<file path="src/rtl/cbpx_pkg.sv">
// Types and constants of the CB-prefix bit-operation executor.
package cbpx_pkg;

	// Register file geometry: B, C, D, E, H, L, A.
	localparam int NUM_REGS = 7;
	localparam int SLOT_W   = 3;

	localparam logic [SLOT_W-1:0] SLOT_H = 3'd4;
	localparam logic [SLOT_W-1:0] SLOT_L = 3'd5;
	localparam logic [SLOT_W-1:0] SLOT_A = 3'd6;

	// Operand and load selects.
	localparam logic [2:0] SEL_MEM        = 3'd6;
	localparam logic [2:0] SEL_A          = 3'd7;
	localparam logic [2:0] LOAD_IDX_FLAGS = 3'd6;

	// Modes.
	localparam logic MODE_EXEC = 1'b0;
	localparam logic MODE_LOAD = 1'b1;

	// Opcode groups in bits 7..6.
	localparam logic [1:0] GRP_SHIFT = 2'd0;
	localparam logic [1:0] GRP_BIT   = 2'd1;
	localparam logic [1:0] GRP_RES   = 2'd2;
	localparam logic [1:0] GRP_SET   = 2'd3;

	// Shift and rotate operations in bits 5..3.
	localparam logic [2:0] SH_RLC  = 3'd0;
	localparam logic [2:0] SH_RRC  = 3'd1;
	localparam logic [2:0] SH_RL   = 3'd2;
	localparam logic [2:0] SH_RR   = 3'd3;
	localparam logic [2:0] SH_SLA  = 3'd4;
	localparam logic [2:0] SH_SRA  = 3'd5;
	localparam logic [2:0] SH_SWAP = 3'd6;
	localparam logic [2:0] SH_SRL  = 3'd7;

	// Flag bit positions: Z, N, H, C.
	localparam int FLAG_Z = 3;
	localparam int FLAG_N = 2;
	localparam int FLAG_H = 1;
	localparam int FLAG_C = 0;

	// Reported cycle counts.
	localparam logic [4:0] CYC_LOAD = 5'd0;
	localparam logic [4:0] CYC_REG  = 5'd8;
	localparam logic [4:0] CYC_MEM  = 5'd16;

	// One input beat.
	typedef struct packed {
		logic       mode;
		logic [7:0] opcode;
		logic [7:0] mem_read_data;
		logic [2:0] load_index;
		logic [7:0] load_value;
	} cbpx_item_t;

	// One result beat.
	typedef struct packed {
		logic [7:0]  result_value;
		logic [3:0]  flags_out;
		logic        mem_write;
		logic [15:0] mem_address;
		logic [7:0]  mem_write_data;
		logic [4:0]  cycles;
	} cbpx_result_t;

	// Write-back request from the execute logic to the register state.
	typedef struct packed {
		logic              reg_en;
		logic [SLOT_W-1:0] reg_slot;
		logic [7:0]        reg_data;
		logic              flag_en;
		logic [3:0]        flag_data;
	} cbpx_wr_t;

	// Map an operand or load select (never the memory code) to a register slot.
	function automatic logic [SLOT_W-1:0] to_slot(input logic [2:0] sel);
		logic [SLOT_W-1:0] slot;
		slot = (sel == SEL_A) ? SLOT_A : sel;
		return slot;
	endfunction

endpackage

</file>
<file path="src/rtl/cbpx_state.sv">
// Register file (B, C, D, E, H, L, A) and flag register with one write port.
module cbpx_state
	import cbpx_pkg::*;
(
	input  logic              clk,
	input  logic              arst_n,
	input  logic              we,
	input  cbpx_wr_t          wr,
	input  logic [2:0]        rd_sel,
	output logic [7:0]        rd_data,
	output logic [15:0]       hl,
	output logic [3:0]        flags
);

	logic [7:0] regs_q [NUM_REGS];
	logic [3:0] flags_q;

	// Registers and flags update, each under its own enable, when an item leaves the execute stage.
	always_ff @(posedge clk or negedge arst_n) begin
		if (!arst_n) begin
			for (int i = 0; i < NUM_REGS; i++) begin
				regs_q[i] <= 8'h00;
			end
			flags_q <= 4'h0;
		end else if (we) begin
			if (wr.reg_en) begin
				regs_q[wr.reg_slot] <= wr.reg_data;
			end
			if (wr.flag_en) begin
				flags_q <= wr.flag_data;
			end
		end
	end

	// Operand read; the memory code maps to A here and is ignored downstream.
	assign rd_data = regs_q[to_slot(rd_sel)];
	assign hl      = {regs_q[SLOT_H], regs_q[SLOT_L]};
	assign flags   = flags_q;

endmodule

</file>
<file path="src/rtl/cbpx_exec.sv">
// Combinational execute logic for CB-prefixed operations and register loads.
module cbpx_exec
	import cbpx_pkg::*;
(
	input  cbpx_item_t   item,
	input  logic [7:0]   operand,
	input  logic [15:0]  hl,
	input  logic [3:0]   flags,
	output cbpx_result_t result,
	output cbpx_wr_t     wr
);

	logic [2:0] sel;
	logic [2:0] sub;
	logic [1:0] grp;
	logic       is_mem;
	logic [7:0] v;
	logic [7:0] sh_res;
	logic       sh_c;
	logic [7:0] res;
	logic [3:0] new_flags;
	logic       writes;
	logic [7:0] bit_mask;

	assign sel      = item.opcode[2:0];
	assign sub      = item.opcode[5:3];
	assign grp      = item.opcode[7:6];
	assign is_mem   = (sel == SEL_MEM);
	assign v        = is_mem ? item.mem_read_data : operand;
	assign bit_mask = 8'h01 << sub;

	// Shift and rotate unit with the bit shifted out.
	always_comb begin
		case (sub)
			SH_RLC: begin
				sh_c   = v[7];
				sh_res = {v[6:0], v[7]};
			end
			SH_RRC: begin
				sh_c   = v[0];
				sh_res = {v[0], v[7:1]};
			end
			SH_RL: begin
				sh_c   = v[7];
				sh_res = {v[6:0], flags[FLAG_C]};
			end
			SH_RR: begin
				sh_c   = v[0];
				sh_res = {flags[FLAG_C], v[7:1]};
			end
			SH_SLA: begin
				sh_c   = v[7];
				sh_res = {v[6:0], 1'b0};
			end
			SH_SRA: begin
				sh_c   = v[0];
				sh_res = {v[7], v[7:1]};
			end
			SH_SWAP: begin
				sh_c   = 1'b0;
				sh_res = {v[3:0], v[7:4]};
			end
			default: begin
				sh_c   = v[0];
				sh_res = {1'b0, v[7:1]};
			end
		endcase
	end

	// Group decode: result byte, new flags and whether the operand is written.
	always_comb begin
		res       = v;
		new_flags = flags;
		writes    = 1'b1;
		case (grp)
			GRP_SHIFT: begin
				res                 = sh_res;
				new_flags           = 4'h0;
				new_flags[FLAG_Z]   = (sh_res == 8'h00);
				new_flags[FLAG_C]   = sh_c;
			end
			GRP_BIT: begin
				res               = v;
				writes            = 1'b0;
				new_flags[FLAG_Z] = ~v[sub];
				new_flags[FLAG_N] = 1'b0;
				new_flags[FLAG_H] = 1'b1;
			end
			GRP_RES: begin
				res = v & ~bit_mask;
			end
			default: begin
				res = v | bit_mask;
			end
		endcase
	end

	// Result beat and write-back request for both modes.
	always_comb begin
		result.mem_address = hl;
		wr.reg_slot        = to_slot(sel);
		wr.reg_data        = res;
		if (item.mode == MODE_LOAD) begin
			result.result_value   = item.load_value;
			result.mem_write      = 1'b0;
			result.mem_write_data = 8'h00;
			result.cycles         = CYC_LOAD;
			wr.reg_slot           = to_slot(item.load_index);
			wr.reg_data           = item.load_value;
			wr.flag_en            = (item.load_index == LOAD_IDX_FLAGS);
			wr.reg_en             = (item.load_index != LOAD_IDX_FLAGS);
			wr.flag_data          = item.load_value[7:4];
			result.flags_out      = wr.flag_en ? item.load_value[7:4] : flags;
		end else begin
			result.result_value   = res;
			result.mem_write      = writes && is_mem;
			result.mem_write_data = (writes && is_mem) ? res : 8'h00;
			result.cycles         = is_mem ? CYC_MEM : CYC_REG;
			wr.reg_en             = writes && !is_mem;
			wr.flag_en            = 1'b1;
			wr.flag_data          = new_flags;
			result.flags_out      = new_flags;
		end
	end

endmodule

</file>
<file path="src/rtl/cb_prefix_bit_op_executor.sv">
// Top level of the CB-prefix bit-operation executor.
//
// Input channel: item_valid, item_stall and the item struct (mode, opcode,
// mem_read_data, load_index, load_value). A beat moves when item_valid is
// high and item_stall is low at a rising edge of clk.
// Result channel: result_valid, result_stall and the result struct, with the
// same rule; exactly one result beat leaves for every input beat, in order.
// The input beat is registered in the input register, executed against the
// register file and flags once the result register can take it, and lands in
// the result register, from which it leaves while result_stall is low.
// One beat is taken every cycle while nothing stalls: the register file and
// flags are updated at the same edge that loads the result register, so the
// following beat sees them at once.
// While result_stall holds a full result register, the result holds steady
// and item_stall rises once the input register is also full.
// The asynchronous active-low reset empties both stages and clears all seven
// registers and the four flags to zero.
module cb_prefix_bit_op_executor
	import cbpx_pkg::*;
(
	input  logic         clk,
	input  logic         arst_n,
	input  logic         item_valid,
	output logic         item_stall,
	input  cbpx_item_t   item,
	output logic         result_valid,
	input  logic         result_stall,
	output cbpx_result_t result
);

	logic         valid_s1;
	cbpx_item_t   item_s1;
	logic         valid_s2;
	cbpx_result_t result_s2;
	logic         s2_open;
	logic         fire;
	logic [7:0]   operand;
	logic [15:0]  hl;
	logic [3:0]   flags;
	cbpx_result_t exec_result;
	cbpx_wr_t     exec_wr;

	// Stage handshakes: the result register takes a beat when empty or draining.
	assign s2_open    = !valid_s2 || !result_stall;
	assign fire       = valid_s1 && s2_open;
	assign item_stall = valid_s1 && !s2_open;

	// Valid bits of the input and result registers.
	always_ff @(posedge clk or negedge arst_n) begin
		if (!arst_n) begin
			valid_s1 <= 1'b0;
			valid_s2 <= 1'b0;
		end else begin
			if (!item_stall) begin
				valid_s1 <= item_valid;
			end
			if (s2_open) begin
				valid_s2 <= valid_s1;
			end
		end
	end

	// Payload registers.
	always_ff @(posedge clk) begin
		if (item_valid && !item_stall) begin
			item_s1 <= item;
		end
		if (fire) begin
			result_s2 <= exec_result;
		end
	end

	cbpx_state u_state (
		.clk     (clk),
		.arst_n  (arst_n),
		.we      (fire),
		.wr      (exec_wr),
		.rd_sel  (item_s1.opcode[2:0]),
		.rd_data (operand),
		.hl      (hl),
		.flags   (flags)
	);

	cbpx_exec u_exec (
		.item    (item_s1),
		.operand (operand),
		.hl      (hl),
		.flags   (flags),
		.result  (exec_result),
		.wr      (exec_wr)
	);

	assign result_valid = valid_s2;
	assign result       = result_s2;

endmodule

</file>
<file path="config.mk">
export PLATFORM = sky130hd
export DESIGN_NAME = cb_prefix_bit_op_executor
export DESIGN_NICKNAME = d
export VERILOG_FILES = /design/src/rtl/cbpx_pkg.sv /design/src/rtl/cbpx_state.sv /design/src/rtl/cbpx_exec.sv /design/src/rtl/cb_prefix_bit_op_executor.sv
export SDC_FILE = /design/constraint.sdc
export NUM_CORES = 1
export LEC_CHECK = 0
export BUFFER_PORTS_ARGS = -buffer_cell sky130_fd_sc_hd__buf_2
export CAP_MARGIN = 0
export CORE_MARGIN = 2
export CORE_UTILIZATION = 46
export DETAILED_ROUTE_END_ITERATION = 16
export PLACE_DENSITY = 0.66
export SYNTH_ARGS = -nofsm -noshare
export SYNTH_HDL_FRONTEND = slang
export SYNTH_SLANG_ARGS = --single-unit
</file>
<file path="constraint.sdc">
create_clock -name clk -period 3.11 [get_ports clk]
set_input_delay 0.1555 -clock clk [delete_from_list [all_inputs] [get_ports clk]]
set_output_delay 0.1555 -clock clk [all_outputs]
set_load 0.02 [all_outputs]
</file>
* Word-level counts from Yosys, hierarchy flattened
Cells that the tools add are included.
** Cells by class
- Order comparisons :: 4
- Equal/unequal tests :: 13
- Shift operators :: 1
- Mux-type cells :: 23
- Bitwise operators :: 7
- Reductions and logical operators :: 19
** Operator list (number)
- $bwmux W56 :: 1
- $pmux W8 S7 :: 1
- $mux W8 :: 4
- $bmux W8 S3 :: 1
- $demux W8 S3 :: 1
- $pmux W8 S3 :: 1
- $eq A3 B3 Y1 const B :: 7
- $mux W13 :: 1
- $mux W11 :: 1
- $mux W5 :: 2
- $and A8 B8 Y8 :: 1
- $ge A4 B4 Y1 const B :: 2
- $logic_not A8 Y1 :: 1
- $not A3 Y4 :: 2
- $not A8 Y8 :: 1
- $or A8 B8 Y8 :: 1
- $shl A1 B3 Y8 const A :: 1
- $eq A3 B2 Y1 const B :: 2
- $logic_and A1 B1 Y1 :: 6
- $mux W3 :: 2
- $pmux W3 S2 :: 1
- $logic_not A1 Y1 :: 5
- $lt A3 B4 Y1 const B :: 1
- $lt A4 B1 Y1 const B :: 1
- 15 further kinds :: 20
** Storage, ports and cells
- Flip-flop bits (word level) :: 132
- Input bits :: 32
- Output and inout port bits :: 44
- Word-level logic and storage cells :: 88

* Depth between registers and ports, before layout
Gate-level depths: netlist (run 1).
- Word-level depth :: 16
- Gate-level depth with buffers :: 10

* Hierarchy
A second synthesis (run 1) with hierarchy kept.
** Second synthesis, totals
- Cell total of the unflattened synthesis :: 508
- Area total of the unflattened synthesis :: 6656.4 sq um
** Modules (own cells, without submodules)
- cbpx_state :: instances 1, cells each 209, area each 2906.5 sq um, sequential area each 1501.4 sq um
- cb_prefix_bit_op_executor :: instances 1, cells each 78, area each 2194.6 sq um, sequential area each 2152.1 sq um
- cbpx_exec :: instances 1, cells each 221, area each 1555.2 sq um, sequential area each 0.0 sq um

* Worst setup path before layout (run 1)
Ideal clock, no wire load.
- Path type :: register to register
- From :: reg item_s1[20] in the netlist's numbering
- To :: reg u_state.regs_q[33] in the netlist's numbering
- Data arrival time :: 2.626 ns
- Path slack :: 0.359 ns
- Cell stages (with the launch flop) :: 10
- Buffers on the path :: 2
- Clock period less this slack :: 2.751 ns
- Path through :: edfxtp_1 buf_6 buf_12 mux4_2 mux2_4 a222oi_1 nor3_1 or3_1 mux2_4 mux2_2
** Between the ends
- Cells in the longest elaborated chain, start to end :: 11
** RTL lines
- from (decl) :: RTL line cb_prefix_bit_op_executor.sv:32 : cbpx_item_t item_s1;
- from (signal assigned) :: RTL line cb_prefix_bit_op_executor.sv:66 : item_s1 <= item;
- $eq A3 B3 Y1 :: RTL line cbpx_pkg.sv:79 : slot = (sel == SEL_A) ? SLOT_A : sel;
- $mux W3 :: RTL line cbpx_pkg.sv:79
- $not A3 Y4 (implied by the code) :: RTL line cbpx_state.sv:36 : assign rd_data = regs_q[to_slot(rd_sel)];
- $bmux W8 S3 :: RTL line cbpx_state.sv:36
- $mux W8 (implied by the code) (2 in a row) :: RTL line cbpx_state.sv:36
- $mux W8 :: RTL line cbpx_exec.sv:29 : assign v = is_mem ? item.mem_read_data : operand;
- $pmux W8 S7 (tied with other cells) :: RTL line cbpx_exec.sv:34 : case (sub)
- $pmux W8 S3 :: RTL line cbpx_exec.sv:75 : case (grp)
- $mux W11 :: RTL line cbpx_exec.sv:103 : if (item.mode == MODE_LOAD) begin
- $bwmux W56 :: RTL line cbpx_state.sv:27 : regs_q[wr.reg_slot] <= wr.reg_data;
- to (signal, indexed assignment) :: RTL line cbpx_state.sv:27
- to (decl) :: RTL line cbpx_state.sv:15 : logic [7:0] regs_q [NUM_REGS];
Parallel ways exist; a longest one is shown, timed or not. The select of a mux whose other input is x is not followed.
A chain may end at the register's enable or synchronous reset.

* Worst setup path after layout (run 1)
- From :: reg item_s1[20] in the netlist's numbering
- To :: reg u_state.regs_q[49] in the netlist's numbering
The elaborated chain is that of the path after synthesis.

==> results.sh, run 1 <==
export IMPL_status="finished clean"
export IMPL_cts_tree="done"
export IMPL_clkPwrFrac=0.320
export IMPL_fin_crit_ns=2.96
export IMPL_nFillCells=1024
export IMPL_final_cells=747
export IMPL_timing_hold_ws_ns=0.319
export IMPL_yosysSeqAreaShare=0.611
export IMPL_routed_via_count=4020
export IMPL_drt_iter0_markers=271
export IMPL_crit_arrival_ns=3.25
export IMPL_design_area_um2=7500
export IMPL_skew_ns=0.0140
export IMPL_r2r_end="u_state.regs_q[49]$_DFFE_PN0P_"
export IMPL_drv_slew=0
export IMPL_grt_usage=0.223
export IMPL_die_area_um2=13600
export IMPL_fp_dieW_um=117
export IMPL_initial_core_util=0.466
export IMPL_max_freq_mhz=338
export IMPL_routedWlPerCell_um=18.5
export IMPL_clock_latency_ns=0.42
export IMPL_placed_area_um2=6600
export IMPL_io_pins=76
export IMPL_grt_max_degree=35
export IMPL_rsz0062_at_grt="no"
export IMPL_ys_types=50
export IMPL_synth_avg_cell_area_um2=13.8
export IMPL_final_common_cell="buf_2"
export IMPL_cts_root_buf="clkbuf_16"
export IMPL_r2r_start="item_s1[20]$_DFFE_PP_"
export IMPL_switching_share=0.285
export IMPL_areaGrowthSynthToFinish_pct=28.7
export IMPL_power_frac_comb=0.250
export IMPL_synth_warnings=0
export IMPL_leakage_nw=3.15
export IMPL_synth_area_mux_share=0.198
export IMPL_place_inst=684
export IMPL_wl_um=13900
export IMPL_synth_xor_area_share=0
export IMPL_antenna_found_initial=0
export IMPL_critical_path_peak_fanout=8
export IMPL_grt_pass1_vias=4100
export IMPL_grt_overflow_total=0
export IMPL_maxCapViolations=0
export IMPL_synth_compound_area_frac=0.0779
export IMPL_viasPerCell=5.38
export IMPL_io_buffers=72
export IMPL_fp_row_count=41
export IMPL_core_um2=12500
export IMPL_firstDrtPassIters=5
export IMPL_gp_congestion=1.00
export IMPL_synth_cells=423
export IMPL_drc=0
export IMPL_min_period_over_period=0.951
export IMPL_crit_required_ns=3.41
export IMPL_cts_buffers=17
export IMPL_p_per_area_nw_per_um2=801
export IMPL_num_antenna_cells=0
export IMPL_critPathKind="reg -> reg"
export IMPL_layout_drive_gt1_share=0.379
export IMPL_syn_area_um2=5830
export IMPL_clkTransAtPathRegs_ns=0.06
export IMPL_yosys_register_bits=129
export IMPL_ctsLongestPathBuffers=2
export IMPL_startpoint_type="flop"
export IMPL_dp_hpwl_um=9560
export IMPL_rr_worst_depth=8
export IMPL_die_height_um=117
export IMPL_peakVddDrop_v=0.000538
export IMPL_synth_top_family_by_area="multiplexers"
export IMPL_seqPwrFrac=0.430
export IMPL_nets=594
export IMPL_relSlewSlack=0.455
export IMPL_htree_num_levels=4
export IMPL_hold_viol_final=0
export IMPL_r2r_slack_ns=0.15
export IMPL_setup_viol=0
export IMPL_setup_tns_final_ns=0
export IMPL_ant_nets=0
export IMPL_p_sw_mw=1.71
export IMPL_crit_path_end_kind="flop"
export IMPL_synthSimpleGateAreaFrac=0.0859
export IMPL_worst_slew_pin_slew_ns=0.817
export IMPL_cts_sinks=129
export IMPL_internal_power_mw=4.30
export IMPL_synthAdderAreaFrac=0
export IMPL_grt_pass1_wl_um=22100
export IMPL_min_path_type="in -> async"
export IMPL_layout_common_cells="buf_2, edfxtp_1, dfrtp_1"
-- flip-flops by register name, summed over array words and instances, names as in the netlist --
name and flops:
result 39, u_state.hl 16, u_state.flags 4, valid_s1 1, item_s1 28, u_state.regs_q 40
result_valid 1
-- repair_timing --
| item | 4_1_cts | 5_1_grt |
|---|---|---|
| buffers inserted | 0 | 0 |
| gates resized for setup | 0 | 1 |
| endpoints found under the hold margin | 58 | 0 |
| setup endpoints to repair | 0 | 11 |
| hold buffers | 31 | 0 |
-- kinds of logic (layout without fill, tap and decap cells) --
group	after synthesis	in the layout
flops	129	129
simple gates	104	104
mux	90	90
compound gates	69	69
buf+inv	30	180
other cells	1	3
-- cells in the mapped netlist (all sizes together) --
cell / n / area share
a211oi: 5 / 0.0064
a21boi: 2 / 0.0026
a21o: 1 / 0.0013
a21oi: 17 / 0.015
a221oi: 2 / 0.0030
a222oi: 2 / 0.0034
a22oi: 7 / 0.0090
a31oi: 3 / 0.0032
a32oi: 2 / 0.0030
a41oi: 2 / 0.0030
and2: 5 / 0.0054
and3: 3 / 0.0032
buf: 9 / 0.012
clkbuf: 12 / 0.0077
conb: 1 / 0.00064
dfrtp: 62 / 0.27
edfxtp: 67 / 0.35
inv: 9 / 0.0058
mux2: 63 / 0.13
mux2i: 15 / 0.026
mux4: 12 / 0.047
nand2: 31 / 0.020
nand2b: 5 / 0.0054
nand3: 8 / 0.0069
nand3b: 2 / 0.0026
nand4: 2 / 0.0021
nor2: 31 / 0.020
nor2b: 4 / 0.0043
nor3: 6 / 0.0060
nor3b: 3 / 0.0047
nor4: 1 / 0.0021
o2111ai: 1 / 0.0015
o211ai: 4 / 0.0052
o21a: 3 / 0.0039
o21ai: 11 / 0.0094
o21bai: 1 / 0.0013
o22ai: 3 / 0.0032
o31ai: 3 / 0.0039
or2: 1 / 0.0011
or3: 2 / 0.0021
-- power by group through the flow --
stage / clock network (mW) / registers (mW) / logic [mW]
after floorplan: 0 / 2.61 / 0.901
after global placement: 0 / 2.59 / 1.44
after detailed placement: 0 / 2.61 / 1.47
after CTS: 1.96 / 2.58 / 1.50
after global routing: 2.06 / 2.64 / 1.64
final: 1.92 / 2.58 / 1.50
-- critical path: stages, from the launching register on --
cell,delay (ns)
edfxtp_1,0.39
buf_12,0.15
mux4_2,0.50
mux2_2,0.30
a222oi_1,0.42
nor3_1,0.07
or3_1,0.42
mux2_4,0.32
mux2_2,0.27
-- area by class of cell --
cell class	instances	area, um2	area share
clock buffers	19	443	0.0591
inverters	9	33.8	0.00451
multi-input cells	266	2130	0.284
flip-flops and latches	129	3560	0.475
clock inverters	13	136	0.0182
repair buffers	139	978	0.130
well taps	172	215	0.0287
-- per-stage QoR --
| step | setup WS, ns | power (mW) | util |
|---|---|---|---|
| after floorplan | 0.359 | 3.51 | - |
| after global placement | 0.0665 | 4.03 | 0.527 |
| after detailed placement | 0.0482 | 4.08 | 0.527 |
| after CTS | 0.0355 | 6.05 | 0.599 |
| after global routing | 0.00569 | 6.34 | 0.599 |
| final | 0.153 | 6.01 | 0.599 |
-- worst max-delay path by stage --
stage | end | from
3_5_place_dp | u_state.hl[2]$_DFFE_PN0P_ | item_s1[20]$_DFFE_PP_
4_1_cts | u_state.regs_q[42]$_DFFE_PN0P_ | item_s1[20]$_DFFE_PP_
6_report | u_state.regs_q[49]$_DFFE_PN0P_ | item_s1[20]$_DFFE_PP_
2_1_floorplan | u_state.regs_q[33]$_DFFE_PN0P_ | item_s1[20]$_DFFE_PP_
5_1_grt | result[33]$_DFFE_PP_ | item_s1[20]$_DFFE_PP_
3_3_place_gp | u_state.hl[2]$_DFFE_PN0P_ | item_s1[20]$_DFFE_PP_
-- per-layer routing --
layer  part of all wire  vias to the layer above  global-route usage
met5                  0                        -                   0
met4              0.019                        0              0.0847
met3              0.043                       20              0.0576
met2               0.50                      126               0.361
met1               0.43                     1994               0.292
li1                   -                     1880                   -
Power figures use the tool's default switching activity.
==> run 2: changes to the inputs <==
--- a/config.mk
+++ b/config.mk
@@ -10,7 +10,7 @@
 export CORE_MARGIN = 2
 export CORE_UTILIZATION = 46
 export DETAILED_ROUTE_END_ITERATION = 16
-export PLACE_DENSITY = 0.66
+export PLACE_DENSITY_LB_ADDON = 0.25
 export SYNTH_ARGS = -nofsm -noshare
 export SYNTH_HDL_FRONTEND = slang
 export SYNTH_SLANG_ARGS = --single-unit
==> run 2 against run 1 <==
  * Setup slack worse by 0.047 ns
  * Combinational power hardly changed
  * Sequential power hardly changed
  * Register-to-register slack worse by 0.05 ns
  * Routed wire length is 3.6% higher
  * Sequential share of layout area is 0.13 points lower
  * Largest cell class unchanged
  * Largest power group unchanged
==> results.sh, run 2 (same netlist as run 1, synthesis figures left out) <==
export IMPL_worst_path_most_repeated_cell="mux2_4"
export IMPL_cts_sinks=129
export IMPL_min_path_type="in -> reg"
export IMPL_antenna_found_initial=0
export IMPL_hold_path_cell_count=2
export IMPL_hold_viol_final=0
export IMPL_maxCapViolations=0
export IMPL_gr_usage_met1=0.299
export IMPL_largest_reg_flops=40
export IMPL_clock_latency_ns=0.42
export IMPL_firstDrtPassIters=5
export IMPL_cpMaxStageDelayCell="mux4_1"
export IMPL_num_antenna_cells=0
export IMPL_crit_buf_inv=1
export IMPL_final_cells=752
export IMPL_nFillCells=1029
export IMPL_core_um2=12500
export IMPL_multi_input_area_um2=2130
export IMPL_layout_common_cells="buf_2, edfxtp_1, dfrtp_1"
export IMPL_path_cells="buf_12 -> mux4_1 -> mux2_4 -> a222oi_1 -> nor3_1 -> or3_1 -> mux2_4 -> mux2_2"
export IMPL_die_area_um2=13600
export IMPL_htree_num_levels=4
export IMPL_io_pins=76
export IMPL_place_inst=680
export IMPL_initial_core_util=0.466
export IMPL_p_per_area_nw_per_um2=794
export IMPL_setup_viol=0
export IMPL_use_met2=0.357
export IMPL_ctsLongestPathBuffers=2
export IMPL_cp_depth=8
export IMPL_gp_congestion=0.953
export IMPL_min_period_over_period=0.966
export IMPL_peakVddDrop_v=0.000373
export IMPL_areaGrowthSynthToFinish_pct=29.0
export IMPL_grt_usage=0.223
export IMPL_fp_row_count=41
export IMPL_crit_required_ns=3.41
export IMPL_ant_nets=0
export IMPL_crit_arrival_ns=3.30
export IMPL_rr_worst_depth=8
export IMPL_fin_crit_ns=3.00
export IMPL_critPathKind="reg -> reg"
export IMPL_drt_iter0_markers=208
export IMPL_grt_overflow_total=0
export IMPL_cts_buffers=17
export IMPL_nets=599
export IMPL_drv_slew=0
export IMPL_grt_pass1_wl_um=22100
export IMPL_wl_um=14400
export IMPL_dp_hpwl_um=9540
export IMPL_dp_slack_ns=0.0832
export IMPL_layout_drive_gt1_share=0.386
export IMPL_routed_via_count=4078
export IMPL_cts_root_buf="clkbuf_16"
export IMPL_viasPerCell=5.42
export IMPL_worst_slew_pin_slew_ns=1.15
export IMPL_cp_top_family="multiplexers"
export IMPL_relSlewSlack=0.236
export IMPL_leakage_nw=3.16
export IMPL_startpoint_type="flop"
export IMPL_top_register="u_state.regs_q"
export IMPL_seq_area_um2=3560
export IMPL_fp_dieW_um=117
export IMPL_post_route_util=0.601
export IMPL_final_common_cell="buf_2"
export IMPL_die_height_um=117
export IMPL_cts_tree="done"
export IMPL_drc=0
export IMPL_design_area_um2=7520
export IMPL_busiest_layer="met2"
export IMPL_placed_area_um2=6560
export IMPL_io_buffers=72
export IMPL_grt_pass1_vias=4054
export IMPL_slowest_delay_ns=0.56
export IMPL_met3_usage=0.0477
export IMPL_skew_ns=0.0104
export IMPL_routedWlPerCell_um=19.1
export IMPL_clkTransAtPathRegs_ns=0.06
export IMPL_status="finished clean"
export IMPL_fin_ws_ns=0.106
export IMPL_max_freq_mhz=333
export IMPL_crit_path_end_kind="flop"
export IMPL_grt_max_degree=50
export IMPL_critical_path_peak_fanout=14
==> run 2: cell count changes in the layout (fill, tap and decap cells not counted) <==
cell        before  now
clkinv_4         3    1
clkbuf_8         1    2
clkbuf_1         1    2
clkinv_1         2    0
buf_4           33   38
a21oi_2          0    1
inv_6            2    3
clkinvlp_4       2    4
bufinv_16        2    1
a221oi_1         1    2
a221oi_2         1    0
a21oi_1         17   16
==> run 2: path summary, 6_finish.rpt <==
path | from | endpoint | slack, ns
max in group asynchronous | arst_n | u_state.hl[7]$_DFFE_PN0P_ | 1.76
setup reg to reg | item_s1[20]$_DFFE_PP_ | u_state.regs_q[49]$_DFFE_PN0P_ | 0.11
hold / removal | item[21] | item_s1[21]$_DFFE_PP_ | 0.45
setup / recovery | item_s1[20]$_DFFE_PP_ | u_state.regs_q[49]$_DFFE_PN0P_ | 0.11
min in group asynchronous | arst_n | u_state.regs_q[32]$_DFFE_PN0P_ | 0.51
hold reg to reg | u_state.hl[14]$_DFFE_PN0P_ | result[27]$_DFFE_PP_ | 0.47
==> run 2: final cells by class <==
class	instances	area share
Tap cell	172	0.0286
Clock buffer	21	0.0612
Multi-Input combinational cell	266	0.283
Timing Repair Buffer	144	0.135
Inverter	9	0.00449
Sequential cell	129	0.474
Clock inverter	11	0.0140
==> run 2: metrics by stage <==
stage / TNS, ns / total power, mW / hold WS, ns
final: 0 / 5.97 / 0.446
after detailed placement: 0 / 4.06 / 0.334
after floorplan: 0 / 3.51 / -0.140
after global routing: -0.000446 / 6.27 / 0.432
after global placement: 0 / 4.02 / 0.332
after CTS: 0 / 5.99 / 0.426
==> run 2: where the power goes <==
group          total, mW  leakage [nW]  internal [mW]  switching, mW
clock               1.88         0.266           1.15          0.738
sequential          2.59          1.41           2.32          0.274
combinational       1.50          1.49          0.782          0.716
==> run 2: per-layer routing <==
layer,routed length (um),part of all wire
met4,234,0.016
met3,665,0.046
met2,7040,0.49
met1,6410,0.45
met5,0,0
==> run 2: what timing repair did <==
item,CTS,global route
setup buffers,0,9
hold buffers,31,0
endpoints found under the hold margin,45,0
endpoints found under the setup margin,0,22
resized for setup,0,1
